==> src/rtl/rlpkc_pkg.sv <==
package rlpkc_pkg;

    localparam int MAX_KEY_LENGTH = 8;
    localparam int KEY_IDX_W      = $clog2(MAX_KEY_LENGTH);
    localparam int KEY_LEN_W      = 4;
    localparam int CFG_IDX_W      = 2;
    localparam int CFG_DATA_W     = 64;

    localparam logic [CFG_IDX_W-1:0] CFG_KEY_BYTES  = 2'd0;
    localparam logic [CFG_IDX_W-1:0] CFG_KEY_LENGTH = 2'd1;

    localparam logic [7:0] CHAR_NEWLINE = 8'd10;
    localparam logic [7:0] CHAR_SPACE   = 8'd32;
    localparam logic [7:0] CHAR_PLUS    = 8'd43;
    localparam logic [7:0] CHAR_MINUS   = 8'd45;
    localparam logic [7:0] CHAR_ZERO    = 8'd48;
    localparam logic [7:0] CHAR_NINE    = 8'd57;

    localparam logic [1:0] STATUS_OK        = 2'd0;
    localparam logic [1:0] STATUS_BAD_MONTH = 2'd1;
    localparam logic [1:0] STATUS_SHORT     = 2'd2;

    localparam logic [2:0] FIELD_FILE  = 3'd0;
    localparam logic [2:0] FIELD_LINE  = 3'd1;
    localparam logic [2:0] FIELD_MONTH = 3'd2;
    localparam logic [2:0] FIELD_DAY   = 3'd3;
    localparam logic [2:0] FIELD_TEXT  = 3'd4;

    localparam logic [23:0] MONTH_NAMES [12] = '{
        24'h6E614A, 24'h626546, 24'h72614D, 24'h727041,
        24'h79614D, 24'h6E754A, 24'h6C754A, 24'h677541,
        24'h706553, 24'h74634F, 24'h766F4E, 24'h636544
    };

    typedef struct packed {
        logic text_shift;
        logic record_clear;
    } t_win_ctl;

    typedef struct packed {
        logic [1:0]         status;
        logic signed [15:0] file_number;
        logic signed [31:0] line_number;
        logic [3:0]         month;
        logic signed [7:0]  day;
        logic [7:0]         hit_count;
    } t_result;

    function automatic logic [3:0] match_month(input logic [23:0] letters,
                                               input logic [1:0] count);
        logic [3:0] m;
        m = 4'd0;
        if (count == 2'd3) begin
            for (int i = 11; i >= 0; i--) begin
                if (letters == MONTH_NAMES[i]) begin
                    m = 4'(i + 1);
                end
            end
        end
        return m;
    endfunction

endpackage

==> src/rtl/record_line_parser_keyword_count.sv <==
// Record line parser with keyword hit counter.
// Input channel: one character per transaction on i_in_valid / o_in_ready,
// byte in i_char_byte. A record is "file line Mon day text" ending in a
// newline; only the newline produces a result transaction.
// Output channel: o_out_valid / i_out_ready with status, file number, line
// number, month, day and hit count, held in an output register.
// Configuration: i_cfg_we writes i_cfg_data to register i_cfg_index
// (0 key bytes, 1 key length); write only between records.
// Throughput: one character per cycle unless stalled. The text window is a chain of eight
// byte cells, each comparing its incoming byte against its key byte, so the
// key compare and hit count update settle in the same cycle as the shift.
// Result: registered; it appears in the cycle after the newline is accepted.
// Stall: while a result waits and i_out_ready is low, o_in_ready is low;
// when the result is taken the next character is accepted in the same cycle.
// Reset: synchronous, active low; clears parser state, empties the output
// register, key bytes to zero and key length to one.
module record_line_parser_keyword_count (
    input  logic                             i_clk,
    input  logic                             i_rst_n,
    input  logic                             i_in_valid,
    output logic                             o_in_ready,
    input  logic [7:0]                       i_char_byte,
    output logic                             o_out_valid,
    input  logic                             i_out_ready,
    output logic [1:0]                       o_status,
    output logic signed [15:0]               o_file_number,
    output logic signed [31:0]               o_line_number,
    output logic [3:0]                       o_month,
    output logic signed [7:0]                o_day,
    output logic [7:0]                       o_hit_count,
    input  logic                             i_cfg_we,
    input  logic [rlpkc_pkg::CFG_IDX_W-1:0]  i_cfg_index,
    input  logic [rlpkc_pkg::CFG_DATA_W-1:0] i_cfg_data
);

    localparam int N = rlpkc_pkg::MAX_KEY_LENGTH;

    logic [8*N-1:0]                    r_key_bytes;
    logic [rlpkc_pkg::KEY_LEN_W-1:0]   r_key_length;
    logic                              r_out_valid;
    rlpkc_pkg::t_result                r_result;

    logic                              in_accept;
    logic [rlpkc_pkg::KEY_LEN_W-1:0]   eff_len;
    logic [7:0]                        cell_byte  [N];
    logic                              cell_valid [N];
    logic                              cell_match [N];
    logic [7:0]                        key_sel    [N];
    logic                              key_active [N];
    logic [rlpkc_pkg::KEY_LEN_W-1:0]   key_diff   [N];
    logic                              hit;
    rlpkc_pkg::t_win_ctl               win_ctl;
    logic                              res_valid;
    rlpkc_pkg::t_result                res;

    assign o_in_ready = !r_out_valid || i_out_ready;
    assign in_accept  = i_in_valid && o_in_ready;

    always_ff @(posedge i_clk) begin
        if (!i_rst_n) begin
            r_key_bytes  <= '0;
            r_key_length <= rlpkc_pkg::KEY_LEN_W'(1);
        end else if (i_cfg_we) begin
            if (i_cfg_index == rlpkc_pkg::CFG_KEY_BYTES) begin
                r_key_bytes <= i_cfg_data[8*N-1:0];
            end else if (i_cfg_index == rlpkc_pkg::CFG_KEY_LENGTH) begin
                r_key_length <= i_cfg_data[rlpkc_pkg::KEY_LEN_W-1:0];
            end
        end
    end

    assign eff_len = (r_key_length > rlpkc_pkg::KEY_LEN_W'(N)) ?
                     rlpkc_pkg::KEY_LEN_W'(N) : r_key_length;

    // cell k takes in the byte k positions back; it compares against key byte len-1-k
    always_comb begin
        for (int k = 0; k < N; k++) begin
            key_active[k] = (rlpkc_pkg::KEY_LEN_W'(k) < eff_len);
            key_diff[k]   = eff_len - rlpkc_pkg::KEY_LEN_W'(k) - rlpkc_pkg::KEY_LEN_W'(1);
            key_sel[k]    = r_key_bytes[8*key_diff[k][rlpkc_pkg::KEY_IDX_W-1:0] +: 8];
        end
    end

    for (genvar k = 0; k < N; k++) begin : g_cell
        logic [7:0] d_byte;
        logic       d_valid;
        if (k == 0) begin : g_head
            assign d_byte  = i_char_byte;
            assign d_valid = 1'b1;
        end else begin : g_body
            assign d_byte  = cell_byte[k-1];
            assign d_valid = cell_valid[k-1];
        end
        rlpkc_cell u_cell (
            .i_clk      (i_clk),
            .i_rst_n    (i_rst_n),
            .i_shift    (win_ctl.text_shift),
            .i_clear    (win_ctl.record_clear),
            .i_byte     (d_byte),
            .i_valid    (d_valid),
            .i_key_byte (key_sel[k]),
            .i_active   (key_active[k]),
            .o_byte     (cell_byte[k]),
            .o_valid    (cell_valid[k]),
            .o_match    (cell_match[k])
        );
    end

    always_comb begin
        hit = (eff_len != '0);
        for (int k = 0; k < N; k++) begin
            hit = hit && cell_match[k];
        end
    end

    rlpkc_field u_field (
        .i_clk          (i_clk),
        .i_rst_n        (i_rst_n),
        .i_accept       (in_accept),
        .i_char_byte    (i_char_byte),
        .i_hit          (hit),
        .o_ctl          (win_ctl),
        .o_result_valid (res_valid),
        .o_result       (res)
    );

    always_ff @(posedge i_clk) begin
        if (!i_rst_n) begin
            r_out_valid <= 1'b0;
        end else if (res_valid) begin
            r_out_valid <= 1'b1;
        end else if (i_out_ready) begin
            r_out_valid <= 1'b0;
        end
    end

    always_ff @(posedge i_clk) begin
        if (res_valid) begin
            r_result <= res;
        end
    end

    assign o_out_valid   = r_out_valid;
    assign o_status      = r_result.status;
    assign o_file_number = r_result.file_number;
    assign o_line_number = r_result.line_number;
    assign o_month       = r_result.month;
    assign o_day         = r_result.day;
    assign o_hit_count   = r_result.hit_count;

endmodule

==> src/rtl/rlpkc_cell.sv <==
module rlpkc_cell (
    input  logic       i_clk,
    input  logic       i_rst_n,
    input  logic       i_shift,
    input  logic       i_clear,
    input  logic [7:0] i_byte,
    input  logic       i_valid,
    input  logic [7:0] i_key_byte,
    input  logic       i_active,
    output logic [7:0] o_byte,
    output logic       o_valid,
    output logic       o_match
);

    logic [7:0] r_byte;
    logic       r_valid;

    always_ff @(posedge i_clk) begin
        if (!i_rst_n) begin
            r_valid <= 1'b0;
        end else if (i_clear) begin
            r_valid <= 1'b0;
        end else if (i_shift) begin
            r_valid <= i_valid;
        end
    end

    always_ff @(posedge i_clk) begin
        if (i_shift) begin
            r_byte <= i_byte;
        end
    end

    // match on the byte this cell takes in the current shift
    assign o_match = !i_active || (i_valid && (i_byte == i_key_byte));
    assign o_byte  = r_byte;
    assign o_valid = r_valid;

endmodule

==> src/rtl/rlpkc_field.sv <==
module rlpkc_field (
    input  logic                 i_clk,
    input  logic                 i_rst_n,
    input  logic                 i_accept,
    input  logic [7:0]           i_char_byte,
    input  logic                 i_hit,
    output rlpkc_pkg::t_win_ctl  o_ctl,
    output logic                 o_result_valid,
    output rlpkc_pkg::t_result   o_result
);

    logic [2:0]  r_pos, n_pos;
    logic [31:0] r_acc, n_acc;
    logic        r_neg, n_neg;
    logic        r_stopped, n_stopped;
    logic        r_started, n_started;
    logic [23:0] r_letters, n_letters;
    logic [1:0]  r_letter_cnt, n_letter_cnt;
    logic [15:0] r_file, n_file;
    logic [31:0] r_line, n_line;
    logic [3:0]  r_month, n_month;
    logic [7:0]  r_day, n_day;
    logic [7:0]  r_hits, n_hits;

    logic [31:0] value;
    logic        is_newline;
    logic        is_space;
    logic        is_digit;
    logic        complete;

    assign value      = r_neg ? (32'd0 - r_acc) : r_acc;
    assign is_newline = (i_char_byte == rlpkc_pkg::CHAR_NEWLINE);
    assign is_space   = (i_char_byte == rlpkc_pkg::CHAR_SPACE);
    assign is_digit   = (i_char_byte >= rlpkc_pkg::CHAR_ZERO) &&
                        (i_char_byte <= rlpkc_pkg::CHAR_NINE);
    assign complete   = (r_pos >= rlpkc_pkg::FIELD_TEXT);

    always_comb begin
        n_pos        = r_pos;
        n_acc        = r_acc;
        n_neg        = r_neg;
        n_stopped    = r_stopped;
        n_started    = r_started;
        n_letters    = r_letters;
        n_letter_cnt = r_letter_cnt;
        n_file       = r_file;
        n_line       = r_line;
        n_month      = r_month;
        n_day        = r_day;
        n_hits       = r_hits;
        o_ctl        = '0;

        o_result_valid       = i_accept && is_newline;
        o_result.status      = !complete ? rlpkc_pkg::STATUS_SHORT :
                               (r_month == 4'd0 ? rlpkc_pkg::STATUS_BAD_MONTH
                                                : rlpkc_pkg::STATUS_OK);
        o_result.file_number = r_file;
        o_result.line_number = r_line;
        o_result.month       = r_month;
        o_result.day         = complete ? r_day : 8'd0;
        o_result.hit_count   = complete ? r_hits : 8'd0;

        if (i_accept) begin
            if (is_newline) begin
                o_ctl.record_clear = 1'b1;
                n_pos        = rlpkc_pkg::FIELD_FILE;
                n_acc        = '0;
                n_neg        = 1'b0;
                n_stopped    = 1'b0;
                n_started    = 1'b0;
                n_letters    = '0;
                n_letter_cnt = '0;
                n_file       = '0;
                n_line       = '0;
                n_month      = '0;
                n_day        = '0;
                n_hits       = '0;
            end else if (complete) begin
                o_ctl.text_shift = 1'b1;
                if (i_hit) begin
                    n_hits = r_hits + 8'd1;
                end
            end else if (r_pos == rlpkc_pkg::FIELD_MONTH) begin
                if (is_space) begin
                    n_month      = rlpkc_pkg::match_month(r_letters, r_letter_cnt);
                    n_letters    = '0;
                    n_letter_cnt = '0;
                    n_pos        = rlpkc_pkg::FIELD_DAY;
                end else if (r_letter_cnt != 2'd3) begin
                    unique case (r_letter_cnt)
                        2'd0:    n_letters[7:0]   = i_char_byte;
                        2'd1:    n_letters[15:8]  = i_char_byte;
                        default: n_letters[23:16] = i_char_byte;
                    endcase
                    n_letter_cnt = r_letter_cnt + 2'd1;
                end
            end else begin
                if (is_space) begin
                    if (r_pos == rlpkc_pkg::FIELD_FILE) begin
                        n_file = value[15:0];
                    end else if (r_pos == rlpkc_pkg::FIELD_LINE) begin
                        n_line = value;
                    end else begin
                        n_day = value[7:0];
                    end
                    n_acc     = '0;
                    n_neg     = 1'b0;
                    n_stopped = 1'b0;
                    n_started = 1'b0;
                    n_pos     = r_pos + 3'd1;
                end else begin
                    if (!r_started && (i_char_byte == rlpkc_pkg::CHAR_PLUS ||
                                       i_char_byte == rlpkc_pkg::CHAR_MINUS)) begin
                        n_neg = (i_char_byte == rlpkc_pkg::CHAR_MINUS);
                    end else if (!r_stopped && is_digit) begin
                        n_acc = (r_acc << 3) + (r_acc << 1) +
                                {24'd0, i_char_byte - rlpkc_pkg::CHAR_ZERO};
                    end else begin
                        n_stopped = 1'b1;
                    end
                    n_started = 1'b1;
                end
            end
        end
    end

    always_ff @(posedge i_clk) begin
        if (!i_rst_n) begin
            r_pos        <= rlpkc_pkg::FIELD_FILE;
            r_acc        <= '0;
            r_neg        <= 1'b0;
            r_stopped    <= 1'b0;
            r_started    <= 1'b0;
            r_letters    <= '0;
            r_letter_cnt <= '0;
            r_file       <= '0;
            r_line       <= '0;
            r_month      <= '0;
            r_day        <= '0;
            r_hits       <= '0;
        end else begin
            r_pos        <= n_pos;
            r_acc        <= n_acc;
            r_neg        <= n_neg;
            r_stopped    <= n_stopped;
            r_started    <= n_started;
            r_letters    <= n_letters;
            r_letter_cnt <= n_letter_cnt;
            r_file       <= n_file;
            r_line       <= n_line;
            r_month      <= n_month;
            r_day        <= n_day;
            r_hits       <= n_hits;
        end
    end

endmodule
==> config.mk <==
export PLATFORM = sky130hd
export DESIGN_NAME = record_line_parser_keyword_count
export DESIGN_NICKNAME = d
export VERILOG_FILES = /design/src/rtl/rlpkc_pkg.sv /design/src/rtl/record_line_parser_keyword_count.sv /design/src/rtl/rlpkc_cell.sv /design/src/rtl/rlpkc_field.sv
export SDC_FILE = /design/constraint.sdc
export NUM_CORES = 1
export LEC_CHECK = 0
export ABC_AREA = 1
export BUFFER_PORTS_ARGS = -buffer_cell sky130_fd_sc_hd__buf_4
export CAP_MARGIN = 25
export CORE_MARGIN = 4
export CORE_UTILIZATION = 54
export DETAILED_ROUTE_END_ITERATION = 8
export GPL_ROUTABILITY_DRIVEN = 0
export GPL_TIMING_DRIVEN = 1
export HOLD_SLACK_MARGIN = 0.15
export PLACE_DENSITY = 0.84
export RECOVER_POWER = 50
export SYNTH_ARGS = -nofsm -noshare
export SYNTH_HDL_FRONTEND = slang
export SYNTH_SLANG_ARGS = --single-unit
==> constraint.sdc <==
create_clock -name i_clk -period 19.6 [get_ports i_clk]
set_input_delay 2.94 -clock i_clk [delete_from_list [all_inputs] [get_ports i_clk]]
set_output_delay 2.94 -clock i_clk [all_outputs]
set_load 0.05 [all_outputs]
==> results.sh, run 1 <==
export IMPL_pre_cts_slack_ps=13140
export IMPL_final_cell_mix="nand2_1 (588), nand3_1 (326), inv_1 (252), nor2_1 (241), dfxtp_1 (208)"
export IMPL_setup_worst_path_end_class="register"
export IMPL_dieHeight_um=194.2
export IMPL_yosysUniqueCellTypes=49
export IMPL_slew_headroom_pct=-91.89
export IMPL_ir_drop_mv=0.06811
export IMPL_power_total_w=0.001610
export IMPL_cts_resized=0
export IMPL_setup_violations_final=0
export IMPL_cp_arrival_ps=7620
export IMPL_cts_sinks=334
export IMPL_synth_area_um2=18730
export IMPL_fin_setup_tns_ps=0
export IMPL_wirelength_um=57370
export IMPL_worstMarginPinSlew_ps=2878
export IMPL_syn_avg_cell_area_um2=7.325
export IMPL_async_reset_ff_share_pct=0
export IMPL_cts_root_buffer="clkbuf_16"
export IMPL_violations="capacitance limit, slew limit"
export IMPL_overflow=0
export IMPL_antenna_found_initial=2
export IMPL_grt_pass1_vias=17360
export IMPL_multi_input_area_um2=9310
export IMPL_hold_path_class="reg2reg"
export IMPL_dieArea_um2=37730
export IMPL_synth_top_area_share_pct=22.23
export IMPL_cts_setup_buffers=0
export IMPL_io_buffer_count=150
export IMPL_drive_above_1_share_pct=6.906
export IMPL_postCtsHoldBufs=0
export IMPL_drc_errors=0
export IMPL_rows=67
export IMPL_start_util_pct=55.30
export IMPL_hpwlAfterDp_um=41880
export IMPL_slew_violations=191
export IMPL_status="complete, but fails checks"
export IMPL_grt_max_degree=91
export IMPL_grt_pass1_wl_um=90450
export IMPL_antenna_cells=0
export IMPL_seq_area_frac_synth_pct=42.43
export IMPL_cts_buffers=36
export IMPL_synth_largest_area_cell="dfxtp_1"
export IMPL_dp_cells=3064
export IMPL_netlist_top_cells_area="dfxtp_1 (22%), edfxtp_1 (20%), nand2_1 (12%)"
export IMPL_fp_dieW_um=194.2
export IMPL_cap_viol_max_count=3
export IMPL_fin_crit_sh_pct=36.61
export IMPL_drt_pass1_iter_count=7
export IMPL_rsz0062_at_grt="false"
export IMPL_cp_start_kind="primary input"
export IMPL_track_usage_pct=29.09
export IMPL_antenna_left=0
export IMPL_cp_max_fo=77
export IMPL_drtIter0Drc=2526
export IMPL_clock_latency_ps=540
export IMPL_cts_tree="done"
export IMPL_wl_per_cell_um=18.35
export IMPL_p_leak_nw=9.204
export IMPL_period_needed_ps=7176
export IMPL_fin_worst_skew_ps=29.97
export IMPL_clk_pin_slew_worst_paths_ps=60
export IMPL_crit_type="in2reg"
export IMPL_whs_ps=428.8
export IMPL_viasPerCell=5.951
export IMPL_ys_seq_elements=334
export IMPL_cts_htree_levels=2
export IMPL_synth_edf_count=126
export IMPL_clockBufferDepth=3
export IMPL_worst_slack_ps=12420
export IMPL_hold_violations=0
export IMPL_syn2layout_area_growth_pct=11.39
export IMPL_vias=18610
export IMPL_stdcell_count=3127
export IMPL_syn_nets=2712
export IMPL_synth_main_ff_cell="dfxtp_1"
export IMPL_synthCells=2557
export IMPL_cp_required_ps=20050
export IMPL_core_area_um2=33870
export IMPL_layout_commonest_cell="nand2_1"
export IMPL_maxClockFrequency_ghz=0.1394
export IMPL_power_density_nw_per_um2=77.16
export IMPL_io_pins=151
export IMPL_layout_nets=2809
export IMPL_yosysWarnings=0
export IMPL_fill_cells=2996
export IMPL_regArea_um2=7948
==> power breakdown <==
part / leakage (nW) / internal, W / total [W] / switching, W
clock network: 0.566 / 0.000391 / 0.000670 / 0.000279
logic: 5.83 / 0.0000627 / 0.000210 / 0.000147
registers: 2.81 / 0.000723 / 0.000731 / 0.00000728
total: 9.20 / 0.00118 / 0.00161 / 0.000433
==> critical path, cell delays in order <==
cell      delay [ps]
clkbuf_1        1660
clkbuf_1        1840
o21ai_0          850
a21oi_1          310
==> sequential cells by signal, indices dropped and copies added (netlist names) <==
register	count
g_cell.u_cell.o_byte	56
g_cell.u_cell.o_valid	7
o_day	8
o_file_number	16
o_hit_count	8
o_line_number	32
o_month	4
o_out_valid	1
o_status	2
r_key_bytes	64
r_key_length	4
u_field.r_acc	32
u_field.r_day	8
u_field.r_file	16
u_field.r_hits	8
u_field.r_letter_cnt	2
u_field.r_letters	24
u_field.r_line	32
u_field.r_month	4
u_field.r_neg	1
u_field.r_pos	3
u_field.r_started	1
u_field.r_stopped	1
==> cell usage after synthesis (9+ instances only) <==
cell / number
buf_2: 21
nor3_1: 38
or2_2: 22
nand3_1: 326
nand4_1: 21
buf_4: 10
a31oi_1: 9
nand3b_1: 17
clkbuf_1: 61
o21ai_1: 10
nand2_1: 588
nor4_1: 15
a211oi_1: 12
dfxtp_1: 208
nor2_1: 244
o21ai_0: 190
inv_2: 9
a21oi_1: 205
inv_1: 253
edfxtp_1: 126
ha_1: 70
xor2_1: 12
xnor2_1: 12
==> area by class of cell <==
type	count	share of cell area [%]
clock inverter	11	0.3898
multi-input combinational	1855	44.63
clock buffer	52	5.104
tap	448	2.687
sequential	334	38.10
timing repair buffer	160	4.282
inverter	267	4.816
==> stage by stage <==
step	util (%)	instance area, um2
floorplan	-	18730
global placement	59.13	20020
detailed placement	59.13	20020
CTS	62.51	21170
global route	61.60	20860
finish	61.60	20860
==> cells by family (layout without fill, tap and decap cells) <==
family,after synthesis,in the layout,share of synthesized area (%)
buffers and inverters,368,490,7.976
XOR/XNOR,24,24,1.122
flip-flops,334,334,42.43
AND/OR/NAND/NOR,1289,1289,29.88
adder cells (fa/ha/maj),76,76,5.318
AO/OA/AOI/OAI,466,466,13.27
==> layer usage <==
metal  up-vias  track usage (%)  part of all wire [%]
met4         4            12.14                   4.7
met5         -                0                 0.049
met3       248            6.881                    11
met2      1106            45.39                    44
li1       8737                -                     -
met1      8513            39.08                    40
==> worst paths after layout <==
kind / from / depth (start not counted) / endpoint / slack (ps)
worst max-delay path: i_rst_n / 4 / r_key_bytes[39] / 12420
worst min-delay path: u_field.r_line[14] / 0 / o_line_number[14] / 430
worst max register to register: r_key_length[3] / 19 / u_field.r_hits[6] / 14000
worst min register to register: u_field.r_line[14] / 0 / o_line_number[14] / 430
Note: power is estimated with default switching activity, not from simulation.
==> run 2: changes to the inputs <==
--- a/config.mk
+++ b/config.mk
@@ -5,7 +5,7 @@
 export SDC_FILE = /design/constraint.sdc
 export NUM_CORES = 1
 export LEC_CHECK = 0
-export ABC_AREA = 1
+export ABC_AREA = 0
 export BUFFER_PORTS_ARGS = -buffer_cell sky130_fd_sc_hd__buf_4
 export CAP_MARGIN = 25
 export CORE_MARGIN = 4
==> constraint.sdc (replaced) <==
create_clock -name i_clk -period 6.9 [get_ports i_clk]
set_input_delay 1.035 -clock i_clk [delete_from_list [all_inputs] [get_ports i_clk]]
set_output_delay 1.035 -clock i_clk [all_outputs]
set_load 0.05 [all_outputs]
==> run 2 against run 1 <==
The run still ends with capacitance limit, slew limit left. Worst setup slack worse by 12000 ps. Routed wire length down 9.6%. Design area up 2.6%. Sequential share of layout area down 0.98 points. Global-route usage down 3.3 points. First-iteration DRC count down 19%. Via count down 17%. Flip-flop and latch count unchanged. Hold slack worse by 2.3 ps. Clock power rose to 2.7 times the previous value. Core utilization down 0.22 points. Register-to-register slack worse by 13000 ps. Largest cell class unchanged.
==> results.sh, run 2 <==
export IMPL_status="complete, but fails checks"
export IMPL_violations="capacitance limit, slew limit"
export IMPL_ys_seq_elements=334
export IMPL_path_cells="and2b_1 -> inv_1 -> ha_1 -> ha_1 -> xnor2_2 -> mux4_2 -> xnor2_1 -> nor4_1 -> nand3_1 -> a2111o_1 -> a211oi_4 -> a21oi_1 -> a31o_1"
export IMPL_layout_commonest_cell="nand2_1"
export IMPL_clockBufferDepth=3
export IMPL_hp_start="u_field.r_line[17]"
export IMPL_synth_top_area_share_pct=21.62
export IMPL_cts_setup_buffers=0
export IMPL_yosysWarnings=0
export IMPL_setup_worst_path_end_class="register"
export IMPL_cts_resized=0
export IMPL_cp_arrival_ps=6410
export IMPL_cp_max_fo=25
export IMPL_power_density_nw_per_um2=198.6
export IMPL_hold_path_depth=0
export IMPL_largest_reg_flops=64
export IMPL_layout_nets=2124
export IMPL_final_cell_mix="nand2_1 (231), dfxtp_1 (208), edfxtp_1 (126), mux2i_1 (123), nor2b_1 (114)"
export IMPL_fp_dieW_um=196.9
export IMPL_syn_avg_cell_area_um2=10.31
export IMPL_netlist_top_cells_area="dfxtp_1 (22%), edfxtp_1 (20%), mux4_2 (7.7%)"
export IMPL_rows=68
export IMPL_r2r_start="r_key_length[3]"
export IMPL_wirelength_um=51830
export IMPL_cp_required_ps=7320
export IMPL_final_area_um2=21410
export IMPL_postCtsHoldBufs=0
export IMPL_power_total_w=0.004253
export IMPL_async_reset_ff_share_pct=0
export IMPL_syn_nets=2023
export IMPL_grt_pass1_vias=14750
export IMPL_cts_root_buffer="clkbuf_16"
export IMPL_overflow=0
export IMPL_drc_errors=0
export IMPL_hold_path_class="reg2reg"
export IMPL_drtIter0Drc=2043
export IMPL_grt_max_degree=122
export IMPL_hold_end="o_line_number[17]"
export IMPL_clk_pin_slew_worst_paths_ps=60
export IMPL_slew_headroom_pct=-72.05
export IMPL_clock_latency_ps=530
export IMPL_crit_family="adder cells"
export IMPL_wl_per_cell_um=21.16
export IMPL_synthTopCellsByCount="nand2_1 (231), dfxtp_1 (208), edfxtp_1 (126), mux2i_1 (123), nor2b_1 (114)"
export IMPL_placed_area_um2=20570
export IMPL_hold_violations=0
export IMPL_cts_buffers=34
export IMPL_synth_area_um2=19260
export IMPL_fin_worst_skew_ps=17.95
export IMPL_maxClockFrequency_ghz=0.1670
export IMPL_viasPerCell=6.312
export IMPL_dieArea_um2=38750
export IMPL_synth_edf_count=126
export IMPL_grt_pass1_wl_um=81220
export IMPL_cts_tree="done"
export IMPL_setup_violations_final=0
export IMPL_track_usage_pct=25.79
export IMPL_pre_cts_slack_ps=1125
export IMPL_antenna_left=0
export IMPL_worstMarginPinSlew_ps=2581
export IMPL_rsz0062_at_grt="false"
export IMPL_p_leak_nw=8.048
export IMPL_synthCells=1868
export IMPL_reg2reg_to="u_field.r_hits[7]"
export IMPL_drt_pass1_iter_count=7
export IMPL_hpwlAfterDp_um=37160
export IMPL_slowest_delay_ps=820
export IMPL_syn2layout_area_growth_pct=11.19
export IMPL_drive_above_1_share_pct=11.23
export IMPL_cts_sinks=334
export IMPL_synth_main_ff_cell="dfxtp_1"
export IMPL_cp_slowest_cell="dfxtp_1"
export IMPL_start_util_pct=55.21
export IMPL_synth_largest_area_cell="dfxtp_1"
export IMPL_largest_register="r_key_bytes"
export IMPL_seq_area_frac_synth_pct=41.27
export IMPL_fin_crit_sh_pct=86.77
export IMPL_antenna_found_initial=1
export IMPL_vias=15460
export IMPL_r2r_slack_ps=910
export IMPL_yosysUniqueCellTypes=89
export IMPL_cap_viol_max_count=1
export IMPL_crit_type="reg2reg"
export IMPL_yosysMostFrequentCell="nand2_1"
export IMPL_core_area_um2=34880
export IMPL_path_buf_inv=1
export IMPL_ir_drop_mv=0.1813
export IMPL_fin_setup_tns_ps=0
export IMPL_worst_slack_ps=912.6
export IMPL_fin_util_pct=61.38
export IMPL_dieHeight_um=196.9
export IMPL_io_pins=151
export IMPL_period_needed_ps=5987
export IMPL_io_buffer_count=150
export IMPL_cts_htree_levels=2
export IMPL_cpMostUsedCell="ha_1"
export IMPL_cp_start_kind="register"
export IMPL_rr_worst_depth=13
export IMPL_slew_violations=65
-- run 2: cell types whose count changed in the layout (fill, tap and decap cells not counted), moves of 84 or more --
cell | previous run | this run
a21boi_0 | 6 | 90
a21oi_1 | 205 | 45
inv_1 | 252 | 44
mux2i_1 | 0 | 123
nand2_1 | 588 | 231
nand3_1 | 326 | 36
nor2_1 | 241 | 87
nor2b_1 | 0 | 114
o21ai_0 | 190 | 51
-- run 2: area by class of cell --
class                   instances  area [um2]
inverters                      50       190.2
flip-flops and latches        334        7948
well taps                     455       569.3
multi-input cells            1381       10610
repair buffers                168        1010
clock inverters                15       185.2
fillers                      2753       13470
diodes                          1       2.502
clock buffers                  46       895.9
-- run 2: how the worst max path moves through the flow --
| stage | start | endpoint | slack, ps | cells after the start |
|---|---|---|---|---|
| final | r_key_length[3] | u_field.r_hits[7] | 910 | 13 |
| after global routing | r_key_length[3] | u_field.r_hits[1] | 650 | 13 |
| after CTS | r_key_length[3] | u_field.r_hits[7] | 1030 | 13 |
| after detailed placement | r_key_length[3] | u_field.r_hits[7] | 1130 | 13 |
| after global placement | r_key_length[3] | u_field.r_hits[7] | 1330 | 14 |
| after floorplan | i_char_byte[6] | u_field.r_acc[24] | 2550 | 15 |
-- run 2: layer usage --
layer	track usage [%]	routed length [um]	up-vias
met3	7.726	6674	250
met1	35.56	20600	7300
li1	-	-	6957
met2	38.36	21910	957
met4	10.35	2648	0
met5	0	0	-
-- run 2: per-stage QoR --
stage	std cells	hold WS [ps]
2_1_floorplan	1868	407.6
3_3_place_gp	2382	415.0
3_5_place_dp	2384	418.3
4_1_cts	2445	427.2
5_1_grt	2449	436.9
6_report	2450	426.4
-- run 2: cell families (layout without fill, tap and decap cells) --
kind of cell	Yosys count	in the layout	synth area share, %
and+or+nand+nor	628	628	16.41
muxes	192	192	14.36
DFF	334	334	41.27
other	0	1	0
buffers and inverters	153	279	3.690
adders and majority gates	76	76	5.172
AOI/OAI and AO/OA	339	339	12.42
xor gates and xnor gates	146	146	6.679
-- run 2: where the power goes --
group / internal, W / total (W) / switching, W
clock: 0.00104 / 0.00183 / 0.000788
sequential: 0.00205 / 0.00208 / 0.0000368
combinational: 0.000161 / 0.000343 / 0.000183
total: 0.00325 / 0.00425 / 0.00101
